===== src/design/pfl_pkg.sv =====
package pfl_pkg;

  // command codes of an input word
  localparam logic [1:0] CMD_ALLOC = 2'd0;
  localparam logic [1:0] CMD_FREE  = 2'd1;
  localparam logic [1:0] CMD_RANGE = 2'd2;

  // result status codes
  localparam logic [1:0] STS_OK      = 2'd0;
  localparam logic [1:0] STS_EMPTY   = 2'd1;
  localparam logic [1:0] STS_BADADDR = 2'd2;
  localparam logic [1:0] STS_FULL    = 2'd3;

  // configuration register indexes
  localparam logic CFG_KERNEL_END = 1'b0;
  localparam logic CFG_PHYS_TOP   = 1'b1;

  localparam logic [31:0] PHYS_TOP_RESET = 32'h8800_0000;

  typedef enum logic [1:0] {
    S_IDLE,
    S_RANGE,
    S_FINISH
  } state_t;

  // controller -> datapath
  typedef struct packed {
    logic op_alloc;
    logic op_free;
    logic op_bad;
    logic op_range;
    logic range_step;
    logic out_load;
  } dp_cmd_t;

  // datapath -> controller
  typedef struct packed {
    logic range_stop;
  } dp_sts_t;

endpackage


===== src/design/pfl_ctrl.sv =====
module pfl_ctrl (
  input  logic              clk,
  input  logic              rst_n,
  input  logic              in_valid,
  input  logic [1:0]        in_cmd,
  output logic              in_ready,
  input  logic              out_ready,
  output logic              out_valid,
  input  pfl_pkg::dp_sts_t  sts,
  output pfl_pkg::dp_cmd_t  cmd
);
  import pfl_pkg::*;

  state_t state_r, state_nxt;
  logic   out_valid_r, out_valid_nxt;

  always_ff @(posedge clk) begin
    if (!rst_n) begin
      state_r     <= S_IDLE;
      out_valid_r <= 1'b0;
    end else begin
      state_r     <= state_nxt;
      out_valid_r <= out_valid_nxt;
    end
  end

  always_comb begin
    state_nxt = state_r;
    cmd       = '0;
    in_ready  = 1'b0;
    case (state_r)
      S_IDLE: begin
        in_ready = 1'b1;
        if (in_valid) begin
          case (in_cmd)
            CMD_ALLOC: begin
              cmd.op_alloc = 1'b1;
              state_nxt    = S_FINISH;
            end
            CMD_FREE: begin
              cmd.op_free = 1'b1;
              state_nxt   = S_FINISH;
            end
            CMD_RANGE: begin
              cmd.op_range = 1'b1;
              state_nxt    = S_RANGE;
            end
            default: begin
              cmd.op_bad = 1'b1;
              state_nxt  = S_FINISH;
            end
          endcase
        end
      end
      S_RANGE: begin
        cmd.range_step = 1'b1;
        if (sts.range_stop) begin
          state_nxt = S_FINISH;
        end
      end
      S_FINISH: begin
        if (!out_valid_r || out_ready) begin
          cmd.out_load = 1'b1;
          state_nxt    = S_IDLE;
        end
      end
      default: begin
        state_nxt = S_IDLE;
      end
    endcase
  end

  always_comb begin
    if (cmd.out_load) begin
      out_valid_nxt = 1'b1;
    end else if (out_ready) begin
      out_valid_nxt = 1'b0;
    end else begin
      out_valid_nxt = out_valid_r;
    end
  end

  assign out_valid = out_valid_r;

endmodule


===== config.mk =====
export PLATFORM = sky130hd
export DESIGN_NAME = pfl_ctrl
export DESIGN_NICKNAME = d
export VERILOG_FILES = /design/src/design/pfl_pkg.sv /design/src/design/pfl_ctrl.sv
export SDC_FILE = /design/constraint.sdc
export NUM_CORES = 1
export LEC_CHECK = 0
export BUFFER_PORTS_ARGS = -buffer_cell sky130_fd_sc_hd__buf_2
export CAP_MARGIN = 5
export CELL_PAD_IN_SITES_DETAIL_PLACEMENT = 1
export CELL_PAD_IN_SITES_GLOBAL_PLACEMENT = 1
export CORE_AREA = 2 2 39 41
export CTS_CLUSTER_SIZE = 28
export DETAILED_ROUTE_END_ITERATION = 8
export DIE_AREA = 0 0 41 43
export GPL_ROUTABILITY_DRIVEN = 0
export PLACE_DENSITY = 0.5
export SKIP_CTS_REPAIR_TIMING = 1
export SYNTH_ARGS = -nofsm -noshare
export SYNTH_HDL_FRONTEND = slang
export SYNTH_SLANG_ARGS = --single-unit

===== constraint.sdc =====
create_clock -name clk -period 2.7 [get_ports clk]
set_input_delay 0.405 -clock clk [delete_from_list [all_inputs] [get_ports clk]]
set_output_delay 0.405 -clock clk [all_outputs]
set_load 0.005 [all_outputs]

==> run_summary.xml, run 1 <==
<?xml version="1.0" encoding="UTF-8"?>
<metrics>
  <group name="run_status">
    <metric name="status" unit="">complete, no violations</metric>
  </group>
  <group name="sta">
    <metric name="totalNegativeSetupSlack" unit="ps">0</metric>
    <metric name="slew_viol_final" unit="">0</metric>
    <metric name="max_freq" unit="GHz">0.644</metric>
    <metric name="timing.max_slew.rel_slack" unit="%">82.4</metric>
    <metric name="timing.final.setup_violations" unit="">0</metric>
    <metric name="grt_setup_unrepaired" unit="">false</metric>
    <metric name="tightest_slew" unit="ps">263</metric>
    <metric name="final-hold-violation-count" unit="">0</metric>
    <metric name="min_period_over_period" unit="%">57.5</metric>
    <metric name="min_period" unit="ps">1550</metric>
    <metric name="clock_skew" unit="ps">1.06</metric>
  </group>
  <group name="global_routing">
    <metric name="global_route.peak_usage_layer" unit="">met2</metric>
    <metric name="first_global_vias" unit="">222</metric>
    <metric name="gr-usage-met2" unit="%">10.0</metric>
    <metric name="grt_overflow_total" unit="">0</metric>
    <metric name="grt_max_degree" unit="">7</metric>
    <metric name="number_of_antenna_violations_at_the_first_check_in_global_routing" unit="">0</metric>
    <metric name="global_route_met1_usage" unit="%">9.90</metric>
    <metric name="grtUsageMet3" unit="%">1.57</metric>
    <metric name="wire_length_of_the_first_global_routing_pass" unit="um">924</metric>
    <metric name="grt_util_all_layers" unit="%">8.12</metric>
  </group>
  <group name="critical_path">
    <metric name="arrival" unit="ps">1150</metric>
    <metric name="worstReg2RegStart" unit="">state_r[0]</metric>
    <metric name="worstSetupPathType" unit="">reg2out</metric>
    <metric name="timing.critical_path.fanout_max" unit="">5</metric>
    <metric name="critPathRequiredTime" unit="ps">2300</metric>
    <metric name="critPathLaunch" unit="">state_r[1]</metric>
    <metric name="setup.reg_to_reg.worst_slack" unit="ps">1630</metric>
    <metric name="cp-start-kind" unit="">flip-flop</metric>
    <metric name="crit_path_end_kind" unit="">output port</metric>
  </group>
  <group name="layout">
    <metric name="final.fill_count" unit="">173</metric>
    <metric name="layout-area-overhead-vs-synth" unit="%">55.1</metric>
    <metric name="fin_nets" unit="">49</metric>
    <metric name="antenna-diode-count" unit="">0</metric>
    <metric name="drive_above_1_share" unit="%">46.3</metric>
  </group>
  <group name="power">
    <metric name="total_internal_power" unit="uW">117</metric>
    <metric name="p_comb_share" unit="%">17.6</metric>
    <metric name="power.ir.vdd_worst" unit="mV">0.0756</metric>
    <metric name="switching_share" unit="%">24.6</metric>
    <metric name="power_switching" unit="uW">38.4</metric>
    <metric name="post-layout-total-power" unit="uW">156</metric>
    <metric name="power_frac_seq" unit="%">32.1</metric>
    <metric name="total_leakage_power" unit="nW">0.161</metric>
    <metric name="proportion_of_power_drawn_by_the_clock_network" unit="%">50.3</metric>
    <metric name="powerDensity" unit="mW/mm^2">508</metric>
  </group>
  <group name="synth">
    <metric name="synth_top_area_share" unit="%">30.4</metric>
    <metric name="synth_seq_area_share" unit="%">30.4</metric>
    <metric name="netlist_top_cells_area" unit="">dfxtp_1 (30%), nor2b_1 (13%), nor3b_2 (13%)</metric>
    <metric name="postSynthAreaPerCell" unit="um^2">8.24</metric>
    <metric name="synth.distinct_cells" unit="">15</metric>
    <metric name="synthesis.nets" unit="">31</metric>
    <metric name="synth.cell_area" unit="um^2">198</metric>
    <metric name="syn_warnings" unit="">0</metric>
    <metric name="post-synth-top-area-cell" unit="">dfxtp_1</metric>
    <metric name="synth.ff_latch_count" unit="">3</metric>
    <metric name="gate_count_after_technology_mapping" unit="">24</metric>
  </group>
  <group name="cts">
    <metric name="h_tree_levels" unit="">1</metric>
    <metric name="cts.sink_count" unit="">3</metric>
    <metric name="clock_tree_from_tritoncts" unit="">yes</metric>
    <metric name="insertion_delay" unit="ps">230</metric>
    <metric name="cts-root-to-sink-buffers" unit="">2</metric>
    <metric name="cts_root_buf" unit="">clkbuf_4</metric>
    <metric name="cts_inserted_buffers" unit="">3</metric>
    <metric name="clkTransAtPathRegs" unit="ps">40</metric>
  </group>
  <group name="detailed_routing">
    <metric name="routedWlPerCell" unit="um">9.49</metric>
    <metric name="total_wire_length_after_detailed_routing" unit="um">541</metric>
    <metric name="avgViaCountPerCell" unit="">4.04</metric>
    <metric name="drt_pass1_iterations" unit="">4</metric>
    <metric name="remaining_drc_errors" unit="">0</metric>
    <metric name="initialDrtViolationCount" unit="">1</metric>
    <metric name="ant_nets" unit="">0</metric>
    <metric name="vias" unit="">230</metric>
  </group>
  <group name="die">
    <metric name="fp.dieH" unit="um">43</metric>
    <metric name="die_width" unit="um">41</metric>
    <metric name="core" unit="mm^2">0.00138</metric>
    <metric name="i_o_pin_count" unit="">15</metric>
    <metric name="row_count" unit="">14</metric>
    <metric name="die-area" unit="mm^2">0.00176</metric>
    <metric name="start_util" unit="%">14.3</metric>
  </group>
  <group name="placement">
    <metric name="io_buffers" unit="">14</metric>
    <metric name="detailedPlacementHpwl" unit="um">431</metric>
  </group>
  <group name="run">
    <metric name="drv_cap" unit="">0</metric>
  </group>
  <group name="worst_hold_path">
    <metric name="hold_path_startpoint" unit="">rst_n</metric>
    <metric name="hold_path_class" unit="">in2reg</metric>
  </group>
</metrics>
[synth_stat cells]
master    instances
nor2b_1           4
dfxtp_1           3
nor2_1            3
nand2_1           2
nor3b_2           2
a21oi_1           1
a222oi_1          1
and2b_1           1
and3_1            1
buf_4             1
inv_1             1
nand2b_1          1
nor3_1            1
nor4bb_1          1
o21a_1            1
[layout make-up]
type                            instances  area (um^2)  area share (%)
Timing Repair Buffer                   14         70.1            22.9
Tap cell                               16         20.0            6.53
Inverter                                1         3.75            1.22
Sequential cell                         3         60.1            19.6
Multi-Input combinational cell         19          126            41.2
Clock buffer                            4         26.3            8.57
[worst max-delay path, stage by stage (launching register included)]
cell	delay (ps)
dfxtp_1	420
nor2b_1	240
nor2b_1	140
buf_2	110
[cell usage in the layout (no fill, tap or decap), drive strengths merged]
cell	synthesis	layout
nand2b	1	1
nor3b	2	2
buf	1	14
nand2	2	2
clkbuf	0	4
and2b	1	1
dfxtp	3	3
a21oi	1	1
nor2	3	3
inv	1	1
nor4bb	1	1
o21a	1	1
and3	1	1
nor3	1	1
nor2b	4	4
a222oi	1	1
[metrics by stage]
step,utilization (%),worst slack [ps],hold slack [ps],cell area [um^2],instances
2_1_floorplan,-,1480,481,198,24
3_3_place_gp,20.3,1270,533,280,53
3_5_place_dp,20.3,1280,532,280,53
4_1_cts,22.2,1120,411,307,57
5_1_grt,22.2,995,414,307,57
6_report,22.2,1150,412,307,57
[logic make-up after synthesis]
| group | synth area share [%] |
|---|---|
| AO/OA/AOI/OAI | 11.4 |
| buffers and inverters | 5.70 |
| flip-flops | 30.4 |
| AND/OR/NAND/NOR | 52.5 |
[per-layer routing]
layer | wire length, um | part of all wire [%]
met1 | 249 | 46
met5 | 0 | 0
met4 | 6 | 1.1
met3 | 63 | 12
met2 | 222 | 41
[flip-flops by register name, summed over array words and instances (netlist names)]
signal	count
out_valid	1
state_r	2
[power by group through the flow]
stage	Sequential (mW)	Clock [mW]	Combinational, mW
2_1_floorplan	0.0500	0	0.0156
3_3_place_gp	0.0507	0	0.0283
3_5_place_dp	0.0507	0	0.0281
4_1_cts	0.0501	0.0837	0.0283
5_1_grt	0.0505	0.0912	0.0321
6_report	0.0500	0.0784	0.0275
[final timing paths]
path	to	cells after the start
max	cmd[0]	3
min	out_valid	2
max reg2reg	state_r[1]	3
min reg2reg	state_r[0]	1
No activity file was read; power rests on OpenSTA's default activity.
==> run 2: changes to the inputs <==
Settings changed: ABC_AREA set to 1, PLACE_DENSITY 0.5 to 0.52.
Clock period 2.7 ns to 1.6 ns, I/O delays scaled along.
==> run_summary.xml, run 2 <==
<?xml version="1.0" encoding="UTF-8"?>
<metrics>
  <group name="run_status">
    <metric name="status" unit="">complete, no violations</metric>
  </group>
  <group name="synth">
    <metric name="post-synth-top-area-cell" unit="">dfxtp_1</metric>
    <metric name="synth_seq_area_share" unit="%">29.3</metric>
    <metric name="ys.flop_type" unit="">dfxtp_1</metric>
    <metric name="synth.ff_latch_count" unit="">3</metric>
    <metric name="synth_top_area_share" unit="%">29.3</metric>
    <metric name="edff_count_synth" unit="">0</metric>
    <metric name="postSynthAreaPerCell" unit="um^2">6.62</metric>
    <metric name="gate_count_after_technology_mapping" unit="">31</metric>
    <metric name="synth.distinct_cells" unit="">15</metric>
    <metric name="netlist_top_cells_area" unit="">dfxtp_1 (29%), inv_1 (11%), nand3_1 (7.3%)</metric>
    <metric name="synthesis.nets" unit="">38</metric>
    <metric name="ys_top_cells_by_count" unit="">inv_1 (6), dfxtp_1 (3), inv_2 (3), nand3_1 (3), nor2_1 (3)</metric>
    <metric name="syn_warnings" unit="">0</metric>
    <metric name="ys_async_rst_share" unit="%">0</metric>
    <metric name="most_instantiated_library_cell_after_synthesis" unit="">inv_1</metric>
    <metric name="synth.cell_area" unit="um^2">205</metric>
  </group>
  <group name="layout">
    <metric name="most_common_cell_after_layout_fill_and_taps_aside" unit="">buf_2</metric>
    <metric name="final.fill_count" unit="">188</metric>
    <metric name="max_ffs_per_register" unit="">2</metric>
    <metric name="drive_above_1_share" unit="%">47.9</metric>
    <metric name="most_flop_heavy_register" unit="">state_r</metric>
    <metric name="antenna-diode-count" unit="">0</metric>
    <metric name="fin_nets" unit="">56</metric>
    <metric name="layout.cells.most_common_list" unit="">buf_2 (14), inv_1 (6)</metric>
    <metric name="multi_input_comb_area" unit="um^2">104</metric>
    <metric name="ff_latch_area" unit="um^2">60.1</metric>
    <metric name="layout-area-overhead-vs-synth" unit="%">53.0</metric>
  </group>
  <group name="die">
    <metric name="die-area" unit="mm^2">0.00176</metric>
    <metric name="fp.dieH" unit="um">43</metric>
    <metric name="die_width" unit="um">41</metric>
    <metric name="i_o_pin_count" unit="">15</metric>
    <metric name="core" unit="mm^2">0.00138</metric>
    <metric name="row_count" unit="">14</metric>
    <metric name="start_util" unit="%">14.8</metric>
  </group>
  <group name="sta">
    <metric name="max_freq" unit="GHz">0.715</metric>
    <metric name="timing.max_slew.rel_slack" unit="%">84.1</metric>
    <metric name="totalNegativeSetupSlack" unit="ps">0</metric>
    <metric name="grt_setup_unrepaired" unit="">false</metric>
    <metric name="final-hold-violation-count" unit="">0</metric>
    <metric name="tightest_slew" unit="ps">236</metric>
    <metric name="min_period_over_period" unit="%">87.4</metric>
    <metric name="min_period" unit="ps">1400</metric>
    <metric name="final_critical_path_setup_slack" unit="ps">202</metric>
    <metric name="timing.final.setup_violations" unit="">0</metric>
    <metric name="slew_viol_final" unit="">0</metric>
    <metric name="clock_skew" unit="ps">1.56</metric>
  </group>
  <group name="detailed_routing">
    <metric name="total_wire_length_after_detailed_routing" unit="um">519</metric>
    <metric name="remaining_drc_errors" unit="">0</metric>
    <metric name="vias" unit="">253</metric>
    <metric name="routedWlPerCell" unit="um">8.11</metric>
    <metric name="initialDrtViolationCount" unit="">0</metric>
    <metric name="drt_pass1_iterations" unit="">1</metric>
    <metric name="ant_nets" unit="">0</metric>
    <metric name="avgViaCountPerCell" unit="">3.95</metric>
  </group>
  <group name="global_routing">
    <metric name="number_of_antenna_violations_at_the_first_check_in_global_routing" unit="">0</metric>
    <metric name="wire_length_of_the_first_global_routing_pass" unit="um">745</metric>
    <metric name="grt_util_all_layers" unit="%">6.52</metric>
    <metric name="grt_overflow_total" unit="">0</metric>
    <metric name="first_global_vias" unit="">212</metric>
    <metric name="grt_max_degree" unit="">6</metric>
  </group>
  <group name="cts">
    <metric name="cts.sink_count" unit="">3</metric>
    <metric name="cts_root_buf" unit="">clkbuf_4</metric>
    <metric name="cts-root-to-sink-buffers" unit="">2</metric>
    <metric name="h_tree_levels" unit="">1</metric>
    <metric name="clock_tree_from_tritoncts" unit="">yes</metric>
    <metric name="clkTransAtPathRegs" unit="ps">30</metric>
    <metric name="cts_inserted_buffers" unit="">3</metric>
    <metric name="insertion_delay" unit="ps">230</metric>
  </group>
  <group name="critical_path">
    <metric name="setup.reg_to_reg.worst_slack" unit="ps">690</metric>
    <metric name="critPathLaunch" unit="">state_r[0]</metric>
    <metric name="rr_worst_depth" unit="">5</metric>
    <metric name="crit_path_end_kind" unit="">output port</metric>
    <metric name="worstReg2RegStart" unit="">state_r[0]</metric>
    <metric name="cp-start-kind" unit="">flip-flop</metric>
    <metric name="worstSetupPathType" unit="">reg2out</metric>
    <metric name="critPathRequiredTime" unit="ps">1360</metric>
    <metric name="timing.rr.end" unit="">state_r[1]</metric>
    <metric name="timing.critical_path.fanout_max" unit="">5</metric>
    <metric name="arrival" unit="ps">1160</metric>
  </group>
  <group name="worst_hold_path">
    <metric name="hold_path_startpoint" unit="">rst_n</metric>
    <metric name="timing.hold.worst_endpoint" unit="">out_valid</metric>
    <metric name="hold_path_class" unit="">in2reg</metric>
    <metric name="min_path_cells" unit="">2</metric>
  </group>
  <group name="run">
    <metric name="drv_cap" unit="">0</metric>
  </group>
  <group name="placement">
    <metric name="detailedPlacementHpwl" unit="um">464</metric>
    <metric name="io_buffers" unit="">14</metric>
    <metric name="place_worst_setup_slack" unit="ps">426</metric>
  </group>
  <group name="power">
    <metric name="power.ir.vdd_worst" unit="mV">0.290</metric>
    <metric name="powerDensity" unit="mW/mm^2">834</metric>
    <metric name="total_leakage_power" unit="nW">0.175</metric>
  </group>
</metrics>
run 2: cell count changes in the layout (fill, tap and decap cells not counted), moves of 2 or more:
cell	previous run	this run
inv_1	1	6
inv_2	0	3
nand3_1	0	3
nor2b_1	4	0
nor3b_2	2	0
nor4_1	0	2
run 2: cells by family after synthesis:
| kind of cell | after synthesis | share of synthesized area, % |
|---|---|---|
| AO/OA/AOI/OAI | 4 | 14.0 |
| buffers and inverters | 10 | 20.1 |
| flip-flops | 3 | 29.3 |
| AND/OR/NAND/NOR | 14 | 36.6 |
run 2: worst max-delay path by stage:
| stage | end | slack [ps] | cells past startpoint |
|---|---|---|---|
| after floorplan | cmd[4] | 590 | 3 |
| after global placement | cmd[5] | 460 | 4 |
| after detailed placement | cmd[4] | 430 | 4 |
| after CTS | cmd[4] | 170 | 4 |
| after global routing | cmd[4] | 100 | 4 |
| final | cmd[4] | 200 | 4 |
run 2: cell type report:
type                            count  share of cell area (%)
Clock buffer                        4                    8.37
Inverter                            9                    10.8
Multi-Input combinational cell     18                    33.1
Sequential cell                     3                    19.1
Tap cell                           16                    6.37
Timing Repair Buffer               14                    22.3
run 2: critical path: stages (launching register included):
cell     delay (ps)
dfxtp_1         350
nor2_2          180
inv_2            60
nor4_1          180
buf_2           160
run 2: stage by stage:
step                total power, mW  cells  area [um^2]  hold slack [ps]  utilization [%]
floorplan                     0.114     31          205              358                -
global placement              0.136     60          288              463             20.8
detailed placement            0.137     60          288              476             20.8
CTS                           0.271     64          314              233             22.7
global route                  0.286     64          314              252             22.7
finish                        0.262     64          314              235             22.7
run 2: power breakdown:
group / leakage (nW) / switching (mW) / internal [mW]
registers: 0.0246 / 0.00490 / 0.0796
logic: 0.135 / 0.0264 / 0.0232
clock network: 0.0150 / 0.0348 / 0.0931
total: 0.175 / 0.0661 / 0.196
run 2: layer usage:
layer	share of wire (%)	routed length (um)	GRT usage, %	vias to the layer above
li1	-	-	-	131
met1	39	205	6.09	114
met2	50	261	9.69	8
met3	10	53	3.14	0
met4	0	0	6.00	0
met5	0	0	0	-
